[src/rtl/heater_thermostat_controller_macros.svh]
// Assertion macros shared by the heater thermostat RTL.
// Needs signals named clk and arst_n in the module that uses them.
`ifndef HEATER_THERMOSTAT_CONTROLLER_MACROS_SVH
`define HEATER_THERMOSTAT_CONTROLLER_MACROS_SVH

// Same-cycle implication, disabled while in reset
`define HTHC_ASSERT_NOW(label, ante, cons, msg) \
	label: assert property (@(posedge clk) disable iff (!arst_n) (ante) |-> (cons)) \
		else $error(msg);

// Next-cycle implication, disabled while in reset
`define HTHC_ASSERT_NEXT(label, ante, cons, msg) \
	label: assert property (@(posedge clk) disable iff (!arst_n) (ante) |=> (cons)) \
		else $error(msg);

`endif

[src/rtl/hthc_pkg.sv]
// Types, constants and conversion functions of the heater thermostat.
// No dependencies; imported by every module of the block.
package hthc_pkg;

	// Event kinds carried in the input tuser
	typedef enum logic [2:0] {
		REQ_ADC        = 3'd0,
		REQ_ZERO_CROSS = 3'd1,
		REQ_TICK       = 3'd2,
		REQ_FEEDBACK   = 3'd3,
		REQ_SET        = 3'd4,
		REQ_EMERGENCY  = 3'd5
	} req_type_t;

	typedef enum logic [1:0] {
		ERR_NONE     = 2'd0,
		ERR_OVERHEAT = 2'd1,
		ERR_SET_HIGH = 2'd2
	} err_code_t;

	// Configuration register indexes
	localparam logic [1:0] CFG_NOISE_MARGIN     = 2'd0;
	localparam logic [1:0] CFG_HYSTERESIS_STEPS = 2'd1;
	localparam logic [1:0] CFG_OVERHEAT_LIMIT   = 2'd2;
	localparam logic [1:0] CFG_FEEDBACK_TIMEOUT = 2'd3;

	localparam int CFG_ADDR_W = 2;
	localparam int CFG_DATA_W = 12;

	// Register reset values
	localparam logic [11:0] RST_NOISE_MARGIN     = 12'd0;
	localparam logic [3:0]  RST_HYSTERESIS_STEPS = 4'd2;
	localparam logic [11:0] RST_OVERHEAT_LIMIT   = 12'd3600;
	localparam logic [7:0]  RST_FEEDBACK_TIMEOUT = 8'd13;

	// Conversion constants
	localparam int STEP_COUNTS   = 42;
	localparam int CONV_MUL      = 169;
	localparam int CONV_OFFSET   = 8;
	localparam int SET_OFF_BELOW = 20;
	localparam int SET_MAX       = 90;
	// ceil(2^20 * 4 / 169): raw * this >> 20 gives raw*4/169 exactly for 12-bit raw
	localparam int RECIP_MUL     = 24819;
	localparam int RECIP_SHIFT   = 20;

	typedef struct packed {
		logic [11:0] noise_margin;
		logic [3:0]  hysteresis_steps;
		logic [11:0] overheat_limit;
		logic [7:0]  feedback_timeout;
	} cfg_t;

	typedef struct packed {
		req_type_t   req_type;
		logic [11:0] sample;
		logic [7:0]  set_celsius;
	} item_t;

	typedef struct packed {
		logic        heater_on;
		logic        feedback_present;
		err_code_t   error_code;
		logic        accepted;
		logic [6:0]  temperature_celsius;
		logic [11:0] target_level;
	} result_t;

	// Celsius set point (20..90) to raw target: (c - 8) * 169 / 4
	function automatic logic [11:0] celsius_to_raw(input logic [7:0] c);
		logic [14:0] prod;
		prod = (15'(c) - 15'(CONV_OFFSET)) * 15'(CONV_MUL);
		return prod[13:2];
	endfunction

	// Raw sample to whole degrees: raw * 4 / 169 + 8, by reciprocal multiply
	function automatic logic [6:0] raw_to_celsius(input logic [11:0] raw);
		logic [26:0] prod;
		prod = 27'(raw) * 27'(RECIP_MUL);
		return prod[RECIP_SHIFT +: 7] + 7'(CONV_OFFSET);
	endfunction

endpackage

[src/rtl/heater_thermostat_controller.sv]
// Heater thermostat top level: input register, event unit, output register.
// An event passes the input register and the event unit; its result waits in the output register.
// Throughput: one event per cycle unless m_tready stalls; state updates in one pass.
// The output register lets a new event enter while a result waits.
// Reset (arst_n low, asynchronous): state cleared, registers to reset values.
// Depends on hthc_pkg, hthc_cfg_regs and hthc_event_unit.
module heater_thermostat_controller
	import hthc_pkg::*;
(
	input  logic                  clk,
	input  logic                  arst_n,
	// Input stream
	input  logic                  s_tvalid,
	output logic                  s_tready,
	input  logic [23:0]           s_tdata,   // sample[11:0], set_celsius[19:12], zero pad
	input  logic [2:0]            s_tuser,   // req_type[2:0]
	// Output stream
	output logic                  m_tvalid,
	input  logic                  m_tready,
	output logic [23:0]           m_tdata,   // heater_on[0], feedback_present[1],
	                                         // error_code[3:2], accepted[4],
	                                         // temperature_celsius[11:5], target_level[23:12]
	// Configuration write port
	input  logic                  cfg_we,
	input  logic [CFG_ADDR_W-1:0] cfg_addr,
	input  logic [CFG_DATA_W-1:0] cfg_wdata
);

	cfg_t    cfg;
	item_t   item_s1;
	logic    valid_s1;
	result_t result;
	result_t out_q;
	logic    out_valid_q;
	logic    advance;

	// Stage 1 moves into the output register when that register is free or drained
	assign advance  = valid_s1 && (!out_valid_q || m_tready);
	assign s_tready = !valid_s1 || advance;

	// Input register
	always_ff @(posedge clk or negedge arst_n) begin
		if (!arst_n) begin
			valid_s1 <= 1'b0;
		end else if (s_tready) begin
			valid_s1 <= s_tvalid;
		end
	end

	always_ff @(posedge clk) begin
		if (s_tready && s_tvalid) begin
			item_s1.req_type    <= req_type_t'(s_tuser);
			item_s1.sample      <= s_tdata[11:0];
			item_s1.set_celsius <= s_tdata[19:12];
		end
	end

	hthc_cfg_regs u_cfg (
		.clk       (clk),
		.arst_n    (arst_n),
		.cfg_we    (cfg_we),
		.cfg_addr  (cfg_addr),
		.cfg_wdata (cfg_wdata),
		.cfg       (cfg)
	);

	hthc_event_unit u_event (
		.clk    (clk),
		.arst_n (arst_n),
		.step   (advance),
		.item   (item_s1),
		.cfg    (cfg),
		.result (result)
	);

	// Output register
	always_ff @(posedge clk or negedge arst_n) begin
		if (!arst_n) begin
			out_valid_q <= 1'b0;
		end else if (advance) begin
			out_valid_q <= 1'b1;
		end else if (m_tready) begin
			out_valid_q <= 1'b0;
		end
	end

	always_ff @(posedge clk) begin
		if (advance) begin
			out_q <= result;
		end
	end

	assign m_tvalid = out_valid_q;
	assign m_tdata  = {out_q.target_level, out_q.temperature_celsius, out_q.accepted,
		out_q.error_code, out_q.feedback_present, out_q.heater_on};

endmodule

[src/rtl/hthc_cfg_regs.sv]
// Configuration register file of the heater thermostat.
// Depends on hthc_pkg for the register indexes, reset values and cfg_t.
module hthc_cfg_regs
	import hthc_pkg::*;
(
	input  logic                  clk,
	input  logic                  arst_n,
	input  logic                  cfg_we,
	input  logic [CFG_ADDR_W-1:0] cfg_addr,
	input  logic [CFG_DATA_W-1:0] cfg_wdata,
	output cfg_t                  cfg
);

	cfg_t cfg_q;

	// Write-only registers, one per index
	always_ff @(posedge clk or negedge arst_n) begin
		if (!arst_n) begin
			cfg_q.noise_margin     <= RST_NOISE_MARGIN;
			cfg_q.hysteresis_steps <= RST_HYSTERESIS_STEPS;
			cfg_q.overheat_limit   <= RST_OVERHEAT_LIMIT;
			cfg_q.feedback_timeout <= RST_FEEDBACK_TIMEOUT;
		end else if (cfg_we) begin
			case (cfg_addr)
				CFG_NOISE_MARGIN:     cfg_q.noise_margin     <= cfg_wdata[11:0];
				CFG_HYSTERESIS_STEPS: cfg_q.hysteresis_steps <= cfg_wdata[3:0];
				CFG_OVERHEAT_LIMIT:   cfg_q.overheat_limit   <= cfg_wdata[11:0];
				CFG_FEEDBACK_TIMEOUT: cfg_q.feedback_timeout <= cfg_wdata[7:0];
				default: ;
			endcase
		end
	end

	assign cfg = cfg_q;

endmodule

[src/rtl/hthc_event_unit.sv]
// Thermostat state and per-event update logic; produces one result per event.
// Depends on hthc_pkg and heater_thermostat_controller_macros.svh.
`include "heater_thermostat_controller_macros.svh"

module hthc_event_unit
	import hthc_pkg::*;
(
	input  logic    clk,
	input  logic    arst_n,
	input  logic    step,
	input  item_t   item,
	input  cfg_t    cfg,
	output result_t result
);

	logic [11:0] raw_q,    raw_d;
	logic [11:0] target_q, target_d;
	logic        heater_q, heater_d;
	logic        fb_flag_q, fb_flag_d;
	logic [7:0]  fb_age_q, fb_age_d;
	logic        hold_q,   hold_d;

	err_code_t   err;
	logic        acc;
	logic [9:0]  band;
	logic [13:0] thresh;
	logic [7:0]  age_inc;

	// Switch-on threshold: target - band - noise; bit 13 flags a negative value
	assign band    = 10'(cfg.hysteresis_steps) * 10'(STEP_COUNTS);
	assign thresh  = {2'b00, target_q} - {4'b0000, band} - {2'b00, cfg.noise_margin};
	assign age_inc = (fb_age_q != 8'hFF) ? fb_age_q + 8'd1 : fb_age_q;

	// Next state and status for the event at hand
	always_comb begin
		raw_d     = raw_q;
		target_d  = target_q;
		heater_d  = heater_q;
		fb_flag_d = fb_flag_q;
		fb_age_d  = fb_age_q;
		hold_d    = hold_q;
		err       = ERR_NONE;
		acc       = 1'b1;
		case (item.req_type)
			REQ_ADC: begin
				raw_d = item.sample;
				if (item.sample > cfg.overheat_limit) begin
					err = ERR_OVERHEAT;
				end
			end
			REQ_ZERO_CROSS: begin
				if (!hold_q) begin
					if (target_q == 12'd0 || raw_q >= target_q) begin
						heater_d = 1'b0;
					end else if (!thresh[13] && ({1'b0, raw_q} < thresh[12:0])) begin
						heater_d = 1'b1;
					end
				end
			end
			REQ_TICK: begin
				if (fb_flag_q) begin
					fb_age_d = age_inc;
					if (age_inc >= cfg.feedback_timeout) begin
						fb_flag_d = 1'b0;
					end
				end
			end
			REQ_FEEDBACK: begin
				fb_flag_d = 1'b1;
				fb_age_d  = 8'd0;
			end
			REQ_SET: begin
				if (item.set_celsius < 8'(SET_OFF_BELOW)) begin
					heater_d = 1'b0;
					target_d = 12'd0;
				end else if (item.set_celsius > 8'(SET_MAX)) begin
					err = ERR_SET_HIGH;
					acc = 1'b0;
				end else begin
					target_d = celsius_to_raw(item.set_celsius);
				end
			end
			REQ_EMERGENCY: begin
				hold_d   = 1'b1;
				heater_d = 1'b0;
				target_d = 12'd0;
			end
			default: ;
		endcase
	end

	// State registers advance once per processed event
	always_ff @(posedge clk or negedge arst_n) begin
		if (!arst_n) begin
			raw_q     <= 12'd0;
			target_q  <= 12'd0;
			heater_q  <= 1'b0;
			fb_flag_q <= 1'b0;
			fb_age_q  <= 8'd0;
			hold_q    <= 1'b0;
		end else if (step) begin
			raw_q     <= raw_d;
			target_q  <= target_d;
			heater_q  <= heater_d;
			fb_flag_q <= fb_flag_d;
			fb_age_q  <= fb_age_d;
			hold_q    <= hold_d;
		end
	end

	// Result reflects the state after the event
	always_comb begin
		result.heater_on           = heater_d;
		result.feedback_present    = fb_flag_d;
		result.error_code          = err;
		result.accepted            = acc;
		result.temperature_celsius = raw_to_celsius(raw_d);
		result.target_level        = target_d;
	end

	`HTHC_ASSERT_NOW(a_hold_keeps_off, hold_q, !heater_q, "heater on during manual hold")
	`HTHC_ASSERT_NEXT(a_emergency_clears, step && item.req_type == REQ_EMERGENCY,
		hold_q && !heater_q && target_q == 12'd0, "emergency did not force off")
	`HTHC_ASSERT_NOW(a_off_target_no_heat,
		step && item.req_type == REQ_ZERO_CROSS && target_q == 12'd0,
		!result.heater_on, "heater on with zero target")
	`HTHC_ASSERT_NEXT(a_pulse_sets_flag, step && item.req_type == REQ_FEEDBACK,
		fb_flag_q && fb_age_q == 8'd0, "feedback pulse lost")

endmodule

[config.mk]
export PLATFORM = sky130hd
export DESIGN_NAME = heater_thermostat_controller
export DESIGN_NICKNAME = d
export VERILOG_FILES = /design/src/rtl/hthc_pkg.sv /design/src/rtl/heater_thermostat_controller.sv /design/src/rtl/hthc_cfg_regs.sv /design/src/rtl/hthc_event_unit.sv
export VERILOG_INCLUDE_DIRS = /design/src /design/src/rtl
export SDC_FILE = /design/constraint.sdc
export NUM_CORES = 1
export LEC_CHECK = 0
export BUFFER_PORTS_ARGS = -buffer_cell sky130_fd_sc_hd__buf_2
export CAP_MARGIN = 20
export CORE_MARGIN = 1.5
export CORE_UTILIZATION = 45
export DETAILED_ROUTE_END_ITERATION = 16
export SLEW_MARGIN = 10
export SYNTH_ARGS = -nofsm -noshare
export SYNTH_HDL_FRONTEND = slang
export SYNTH_SLANG_ARGS = --single-unit
[constraint.sdc]
create_clock -name clk -period 8.7 [get_ports clk]
set_clock_uncertainty 0.15 [all_clocks]
set_input_delay 0.435 -clock clk [delete_from_list [all_inputs] [get_ports clk]]
set_output_delay 0.435 -clock clk [all_outputs]
set_load 0.02 [all_outputs]
==> run_results.csv, run 1 <==
group,metric,value,unit
run_status,status,"completed",
detailed_routing,drt_wl_total,21300,um
critical_path,crit_fanout,13,
cells_and_area,fin_cells,1337,
critical_path,path_cells,"buf_4 > nor3_2 > buf_4 > mux2i_1 > inv_1 > fa_1 > inv_1 > fa_1 > fa_1 > inv_1 > fa_1 > fa_1 > ha_1 > nand4_1 > or2_2 > o31ai_1 > a211oi_1 > o21bai_2 > nand2_1 > xnor2_1 > ha_1 > xor2_1 > xnor2_1",
cells_and_area,syn_to_final_growth,12.9,%
synthesis,synthDistinctLibCells,57,
grt,grt_max_degree,74,
timing,tightest_slew,956,ps
clock_tree,ctsResizeCount,0,
critical_path,cp_slowest_cell,"fa_1",
synthesis,synth_cells,966,
grt,grt_pass1_wl,35800,um
timing,slew-limit-headroom,36.3,%
timing,hold_viol,0,
cells_and_area,multi_input_area,0.00638,mm2
synthesis,yosysWarnings,0,
job,max-cap-violations,0,
clock_tree,clkLatencyLatePin,420,ps
power_and_ir_drop,powerDensity,391,mW/mm2
critical_path,worst-r2r-setup-slack,1810,ps
synthesis,synth.top_cells.by_count,"ha_1, inv_1, nand2_1",
placement,hpwl,17300,um
grt,grt_usage,19.5,%
synthesis,synth_area_per_cell,10.5,um2
clock_tree,ctsLongestPathBuffers,2,
placement,pre_cts_ws,1820,ps
detailed_routing,routed_via_density,5.23,
critical_path,cp-endpoint,"m_tdata[10]$_DFFE_PP_",
placement,placed_area,0.0108,mm2
synthesis,syn_area,0.0102,mm2
critical_path,worstPathArrival,6920,ps
synthesis,synth_edf_count,47,
power_and_ir_drop,finalPower,4.48,mW
critical_path,rr_endpoint,"m_tdata[10]$_DFFE_PP_",
clock_tree,path_clk_slew,60,ps
cells_and_area,layout.nets,1327,
floorplanning,die_y,153,um
floorplanning,core,0.0220,mm2
detailed_routing,via_count,6998,
timing,final_max_slew_viol_count,0,
synthesis,yosys_register_bits,120,
floorplanning,start_util,46.2,%
floorplanning,pin_count,72,
critical_path,cp-end-kind,"flop",
clock_tree,cts_root_buf,"clkbuf_16",
critical_path,critPathKind,"reg -> reg",
detailed_routing,drtIter0Drc,317,
critical_path,crit_path_start,"item_s1[20]$_DFFE_PP_",
detailed_routing,routed.top_layer,"met4",
critical_path,start_kind,"flop",
cells_and_area,finish.instance_area,0.0115,mm2
synthesis,synth_area_leaders,"ha_1, dfrtp_1, edfxtp_1, fa_1, inv_1",
cells_and_area,drive_above_1_share,14.5,%
timing,finalCritPeriodShare,79.2,%
power_and_ir_drop,cellLeakagePower,5.72,nW
grt,antenna_found_initial,0,
clock_tree,cts_tree,"done",
clock_tree,cts_max_level,4,
floorplanning,die-area,0.0235,mm2
clock_tree,cts_buffers,17,
detailed_routing,wl_met2,10400,um
timing,clock.fmax,0.145,GHz
grt,grt_pass1_vias,7090,
timing,fin_hold_ws,7.92,ps
synthesis,async_flop_share,60.8,%
cells_and_area,nFillCells,2019,
clock_tree,cts_setup_buffers,0,
placement,globalplace.congestion,0.850,
timing,setup_viol,0,
detailed_routing,first_pass_iters,5,
critical_path,timing.rr.start,"item_s1[20]$_DFFE_PP_",
floorplanning,fp.dieW,153,um
min_path,hp-class,"in -> async",
cells_and_area,diodes,0,
placement,placedCellCount,1304,
cells_and_area,utilization,52.1,%
grt,gr-total-overflow,0,
detailed_routing,wl_per_cell,16.0,um
critical_path,r2r_cells,23,
timing,setup-tns-final,0,ps
timing,grt_setup_unrepaired,"no",
clock_tree,postCtsHoldBufs,0,
synthesis,synth_top_area_share,22.3,%
critical_path,slowest_delay,630,ps
timing,finalCriticalPeriod,6890,ps
placement,portBuffers,67,
clock_tree,clock_sinks,120,
timing,finalWorstSetupSlack,1810,ps
synthesis,yosys.area.top_type,"ha_1",
detailed_routing,route.detailed.drc,0,
detailed_routing,dr_wl_met3,395,um
critical_path,crit_top_cell,"fa_1",
synthesis,yosysSeqAreaShare,31.9,%
synthesis,syn_nets,1249,
critical_path,cp.required,8730,ps
detailed_routing,ant_nets,0,
cells_and_area,regArea,0.00325,mm2
floorplanning,rows,54,
synthesis,synth_most_common_cell,"ha_1",
detailed_routing,drt-met1-wl,10200,um
power_and_ir_drop,irDropWorstVdd,0.369,mV
synthesis,synth_top_flop_cell,"dfrtp_1",
critical path, delay by kind of cell (launching register included):
kind	cells	cell delay, ps
xor gates and xnor gates	3	410
muxes	1	410
DFF	1	350
AOI/OAI and AO/OA	3	840
buffers and inverters	5	760
and+or+nand+nor	4	610
adders and majority gates	7	3090
layout by cell type, fill, tap and decap left out, drive strengths merged, types with 13 or more instances in the layout:
cell type and count:
a21o 21, clkbuf 23, buf 73, o21ai 61, nand3 14, dfrtp 65
inv 134, xor2 16, a21oi 37, xnor2 30, edfxtp 47, fa 56
ha 181, nand2 71, nor2 31, mux2i 13, nand2b 15, mux2 30
per-layer routing:
| metal | up-vias | track usage [%] |
|---|---|---|
| met1 | 3367 | 25.9 |
| li1 | 3536 | - |
| met3 | 23 | 2.58 |
| met2 | 72 | 33.1 |
| met4 | 0 | 5.70 |
| met5 | - | 0 |
area by class of cell:
class	count	area share [%]
Clock buffer	23	4.17
Tap cell	280	3.05
Multi-Input combinational cell	700	55.6
Timing Repair Buffer	73	3.40
Clock inverter	9	1.19
Inverter	132	4.32
Sequential cell	120	28.3
sequential cells by signal, summed over array words and instances, names as in the netlist, 8 cells and up:
register,count
u_cfg.cfg,36
u_event.raw_q,12
u_event.target_q,12
u_event.fb_age_q,8
m_tdata,24
item_s1,23
cells by family after synthesis:
kind of cell,share of synthesized area [%]
xor gates and xnor gates,4.18
and+or+nand+nor,9.33
muxes,4.60
AOI/OAI and AO/OA,11.2
buffers and inverters,5.43
DFF,31.9
adders and majority gates,33.3
report_power, final:
| part | leakage (nW) | internal (mW) | total [mW] | switching [mW] |
|---|---|---|---|---|
| clock network | 0.298 | 0.477 | 0.735 | 0.258 |
| registers | 1.35 | 0.720 | 0.811 | 0.0908 |
| logic | 4.07 | 1.32 | 2.94 | 1.62 |
worst min-delay path by stage:
stage                         startpoint                               to  slack, ps
detailed placement  valid_s1$_DFFE_PN0N_             m_tvalid$_DFFE_PN0P_        330
floorplan                         arst_n             m_tvalid$_DFFE_PN0P_        -10
CTS                           s_tdata[6]            item_s1[14]$_DFFE_PP_         20
global route                  s_tdata[7]            item_s1[15]$_DFFE_PP_         20
global placement    valid_s1$_DFFE_PN0N_             m_tvalid$_DFFE_PN0P_        330
finish                            arst_n  u_event.fb_age_q[2]$_DFFE_PN0P_          8
(Power assumes the default switching activity.)
==> run 2, diff against run 1 <==
==> constraint.sdc (replaced) <==
create_clock -name clk -period 7.05 [get_ports clk]
set_clock_uncertainty 0.15 [all_clocks]
set_input_delay 0.3525 -clock clk [delete_from_list [all_inputs] [get_ports clk]]
set_output_delay 0.3525 -clock clk [all_outputs]
set_load 0.02 [all_outputs]
==> run 2 against run 1 <==
Compared with the run above:
- worst hold slack improved by 19 ps
- cell count grew 2.2%
- core utilization rose by 1.2 points
- flip-flop and latch count stayed put
- combinational power up 25%
- highest routed layer unchanged
==> run_results.csv, run 2 (synthesis gave the netlist of run 1 again) <==
group,metric,value,unit
critical_path,crit_fanout,13,
grt,grt_max_degree,74,
floorplanning,fp.dieW,153,um
cells_and_area,layout_commonest_cell,"ha_1",
detailed_routing,routed_via_density,5.13,
critical_path,crit_top_cell,"fa_1",
floorplanning,rows,54,
min_path,hp-class,"in -> reg",
critical_path,timing.rr.start,"item_s1[21]$_DFFE_PP_",
power_and_ir_drop,switching_share,43.9,%
run_status,status,"completed",
placement,hpwl,17300,um
power_and_ir_drop,irDropWorstVdd,0.577,mV
grt,grt_pass1_vias,7183,
job,max-cap-violations,0,
detailed_routing,via_count,7006,
clock_tree,cts_tree,"done",
cells_and_area,diodes,0,
timing,clock.fmax,0.152,GHz
critical_path,path_cells,"nor3_2 > buf_4 > mux2i_1 > inv_1 > fa_1 > inv_1 > fa_1 > fa_1 > inv_1 > fa_1 > fa_1 > ha_1 > nand4_1 > or2_2 > o31ai_1 > buf_4 > a211oi_1 > o21bai_2 > nand2_1 > xnor2_1 > ha_1 > xor2_1 > xnor2_1",
detailed_routing,drtIter0Drc,318,
clock_tree,cts_setup_buffers,0,
timing,slew-limit-headroom,28.3,%
critical_path,r2r_cells,23,
detailed_routing,drt-met1-wl,10200,um
min_path,hold_depth,3,
clock_tree,ctsResizeCount,0,
cells_and_area,largest_reg_flops,36,
placement,globalplace.congestion,0.863,
grt,grt_usage,19.6,%
grt,gr-total-overflow,0,
clock_tree,ctsLongestPathBuffers,2,
critical_path,crit_family,"adder cells",
critical_path,path_buf_inv,5,
clock_tree,path_clk_slew,60,ps
critical_path,cp_slowest_cell,"fa_1",
critical_path,cp.required,7080,ps
floorplanning,core,0.0220,mm2
floorplanning,start_util,46.2,%
critical_path,worst-r2r-setup-slack,480,ps
detailed_routing,routed.top_layer,"met4",
power_and_ir_drop,seq_power_share,17.9,%
timing,tightest_slew,1080,ps
timing,final_max_slew_viol_count,0,
timing,setup-tns-final,0,ps
power_and_ir_drop,power.internal,3.13,mW
timing,grt_setup_unrepaired,"no",
floorplanning,die_y,153,um
critical_path,start_kind,"flop",
clock_tree,cts_root_buf,"clkbuf_16",
grt,grt_pass1_wl,36000,um
clock_tree,clkLatencyLatePin,430,ps
critical_path,critPathKind,"reg -> reg",
clock_tree,cts_buffers,17,
power_and_ir_drop,cellLeakagePower,5.84,nW
power_and_ir_drop,powerDensity,474,mW/mm2
timing,finalCritPeriodShare,93.2,%
grt,antenna_found_initial,0,
detailed_routing,wl_met2,10400,um
detailed_routing,drt_wl_total,21500,um
placement,placed_area,0.0109,mm2
detailed_routing,wl_per_cell,15.7,um
detailed_routing,first_pass_iters,4,
critical_path,worstPathArrival,6600,ps
cells_and_area,finish.instance_area,0.0117,mm2
critical_path,rr_endpoint,"m_tdata[10]$_DFFE_PP_",
min_path,hp-start,"cfg_wdata[6]",
floorplanning,die-area,0.0235,mm2
cells_and_area,mostFrequentLayoutCells,"ha_1, inv_1, nand2_1, buf_2, dfrtp_1",
critical_path,cp-end-kind,"flop",
power_and_ir_drop,switchingPower,2.44,mW
clock_tree,cts_max_level,4,
timing,finalCriticalPeriod,6570,ps
floorplanning,pin_count,72,
min_path,worstHoldEndpoint,"u_cfg.cfg[30]$_DFFE_PN0P_",
timing,setup_viol,0,
cells_and_area,syn_to_final_growth,15.5,%
cells_and_area,drive_above_1_share,14.4,%
placement,portBuffers,67,
detailed_routing,dr_wl_met3,511,um
detailed_routing,ant_nets,0,
timing,hold_viol,0,
power_and_ir_drop,power_frac_clock,16.1,%
power_and_ir_drop,combPwrFrac,66.0,%
clock_tree,clock_sinks,120,
critical_path,slowest_delay,560,ps
cells_and_area,layout.nets,1356,
detailed_routing,route.detailed.drc,0,
run 2: changes by cell type in the layout (fill, tap and decap cells not counted), sizes merged:
cell,change
buf,+4
inv,-2
bufinv,-1
dlygate4sd3,+25
clkbuf,+3
run 2: worst register-to-register path, delay by kind of cell (launching register included):
family / cells / cell delay, ps
flops: 1 / 460
xor+xnor: 3 / 430
fa+ha+maj: 7 / 3030
buf+inv: 5 / 720
mux: 1 / 300
compound gates: 3 / 520
simple gates: 4 / 730
run 2: final cells by class:
type,instances,area (um2)
flip-flops and latches,120,3250
fillers,1997,10300
inverters,132,495
multi-input cells,700,6380
clock buffers,26,522
well taps,280,350
repair buffers,102,663
clock inverters,6,87.6
run 2: per-layer routing:
metal	track usage (%)	up-vias
li1	-	3581
met1	25.8	3322
met2	33.1	78
met3	3.18	25
met4	6.40	0
met5	0	-
run 2: stage by stage:
stage	std cells	hold WS (ps)	util, %	setup slack (ps)	power (mW)
finish	1366	26.9	53.3	483	5.57
CTS	1366	12.2	53.3	477	5.64
global route	1366	39.1	53.3	54.1	6.32
global placement	1309	330	49.4	588	4.63
detailed placement	1309	337	49.4	536	4.69
floorplan	966	-93.1	-	443	3.84
run 2: how the worst max path moves through the flow:
stage                               start                     to  slack [ps]  cells past startpoint
floorplan           item_s1[20]$_DFFE_PP_  m_tdata[10]$_DFFE_PP_         440                     23
global placement    item_s1[22]$_DFFE_PP_  m_tdata[10]$_DFFE_PP_         590                     23
detailed placement  item_s1[21]$_DFFE_PP_  m_tdata[10]$_DFFE_PP_         540                     23
CTS                 item_s1[22]$_DFFE_PP_  m_tdata[10]$_DFFE_PP_         480                     23
global route        item_s1[21]$_DFFE_PP_  m_tdata[10]$_DFFE_PP_          50                     23
finish              item_s1[21]$_DFFE_PP_  m_tdata[10]$_DFFE_PP_         480                     23
run 2: what timing repair did:
item | 4_1_cts | 5_1_grt
endpoints found under the hold margin | 89 | 0
hold buffers | 25 | 0
setup endpoints to repair | 0 | 0
run 2: power by group through the flow:
stage	combinational (mW)	clock [mW]	sequential, mW
after floorplan	2.82	0	1.01
after global placement	3.62	0	1.01
after detailed placement	3.68	0	1.01
after CTS	3.74	0.907	0.999
after global routing	4.37	0.935	1.02
final	3.68	0.894	0.998
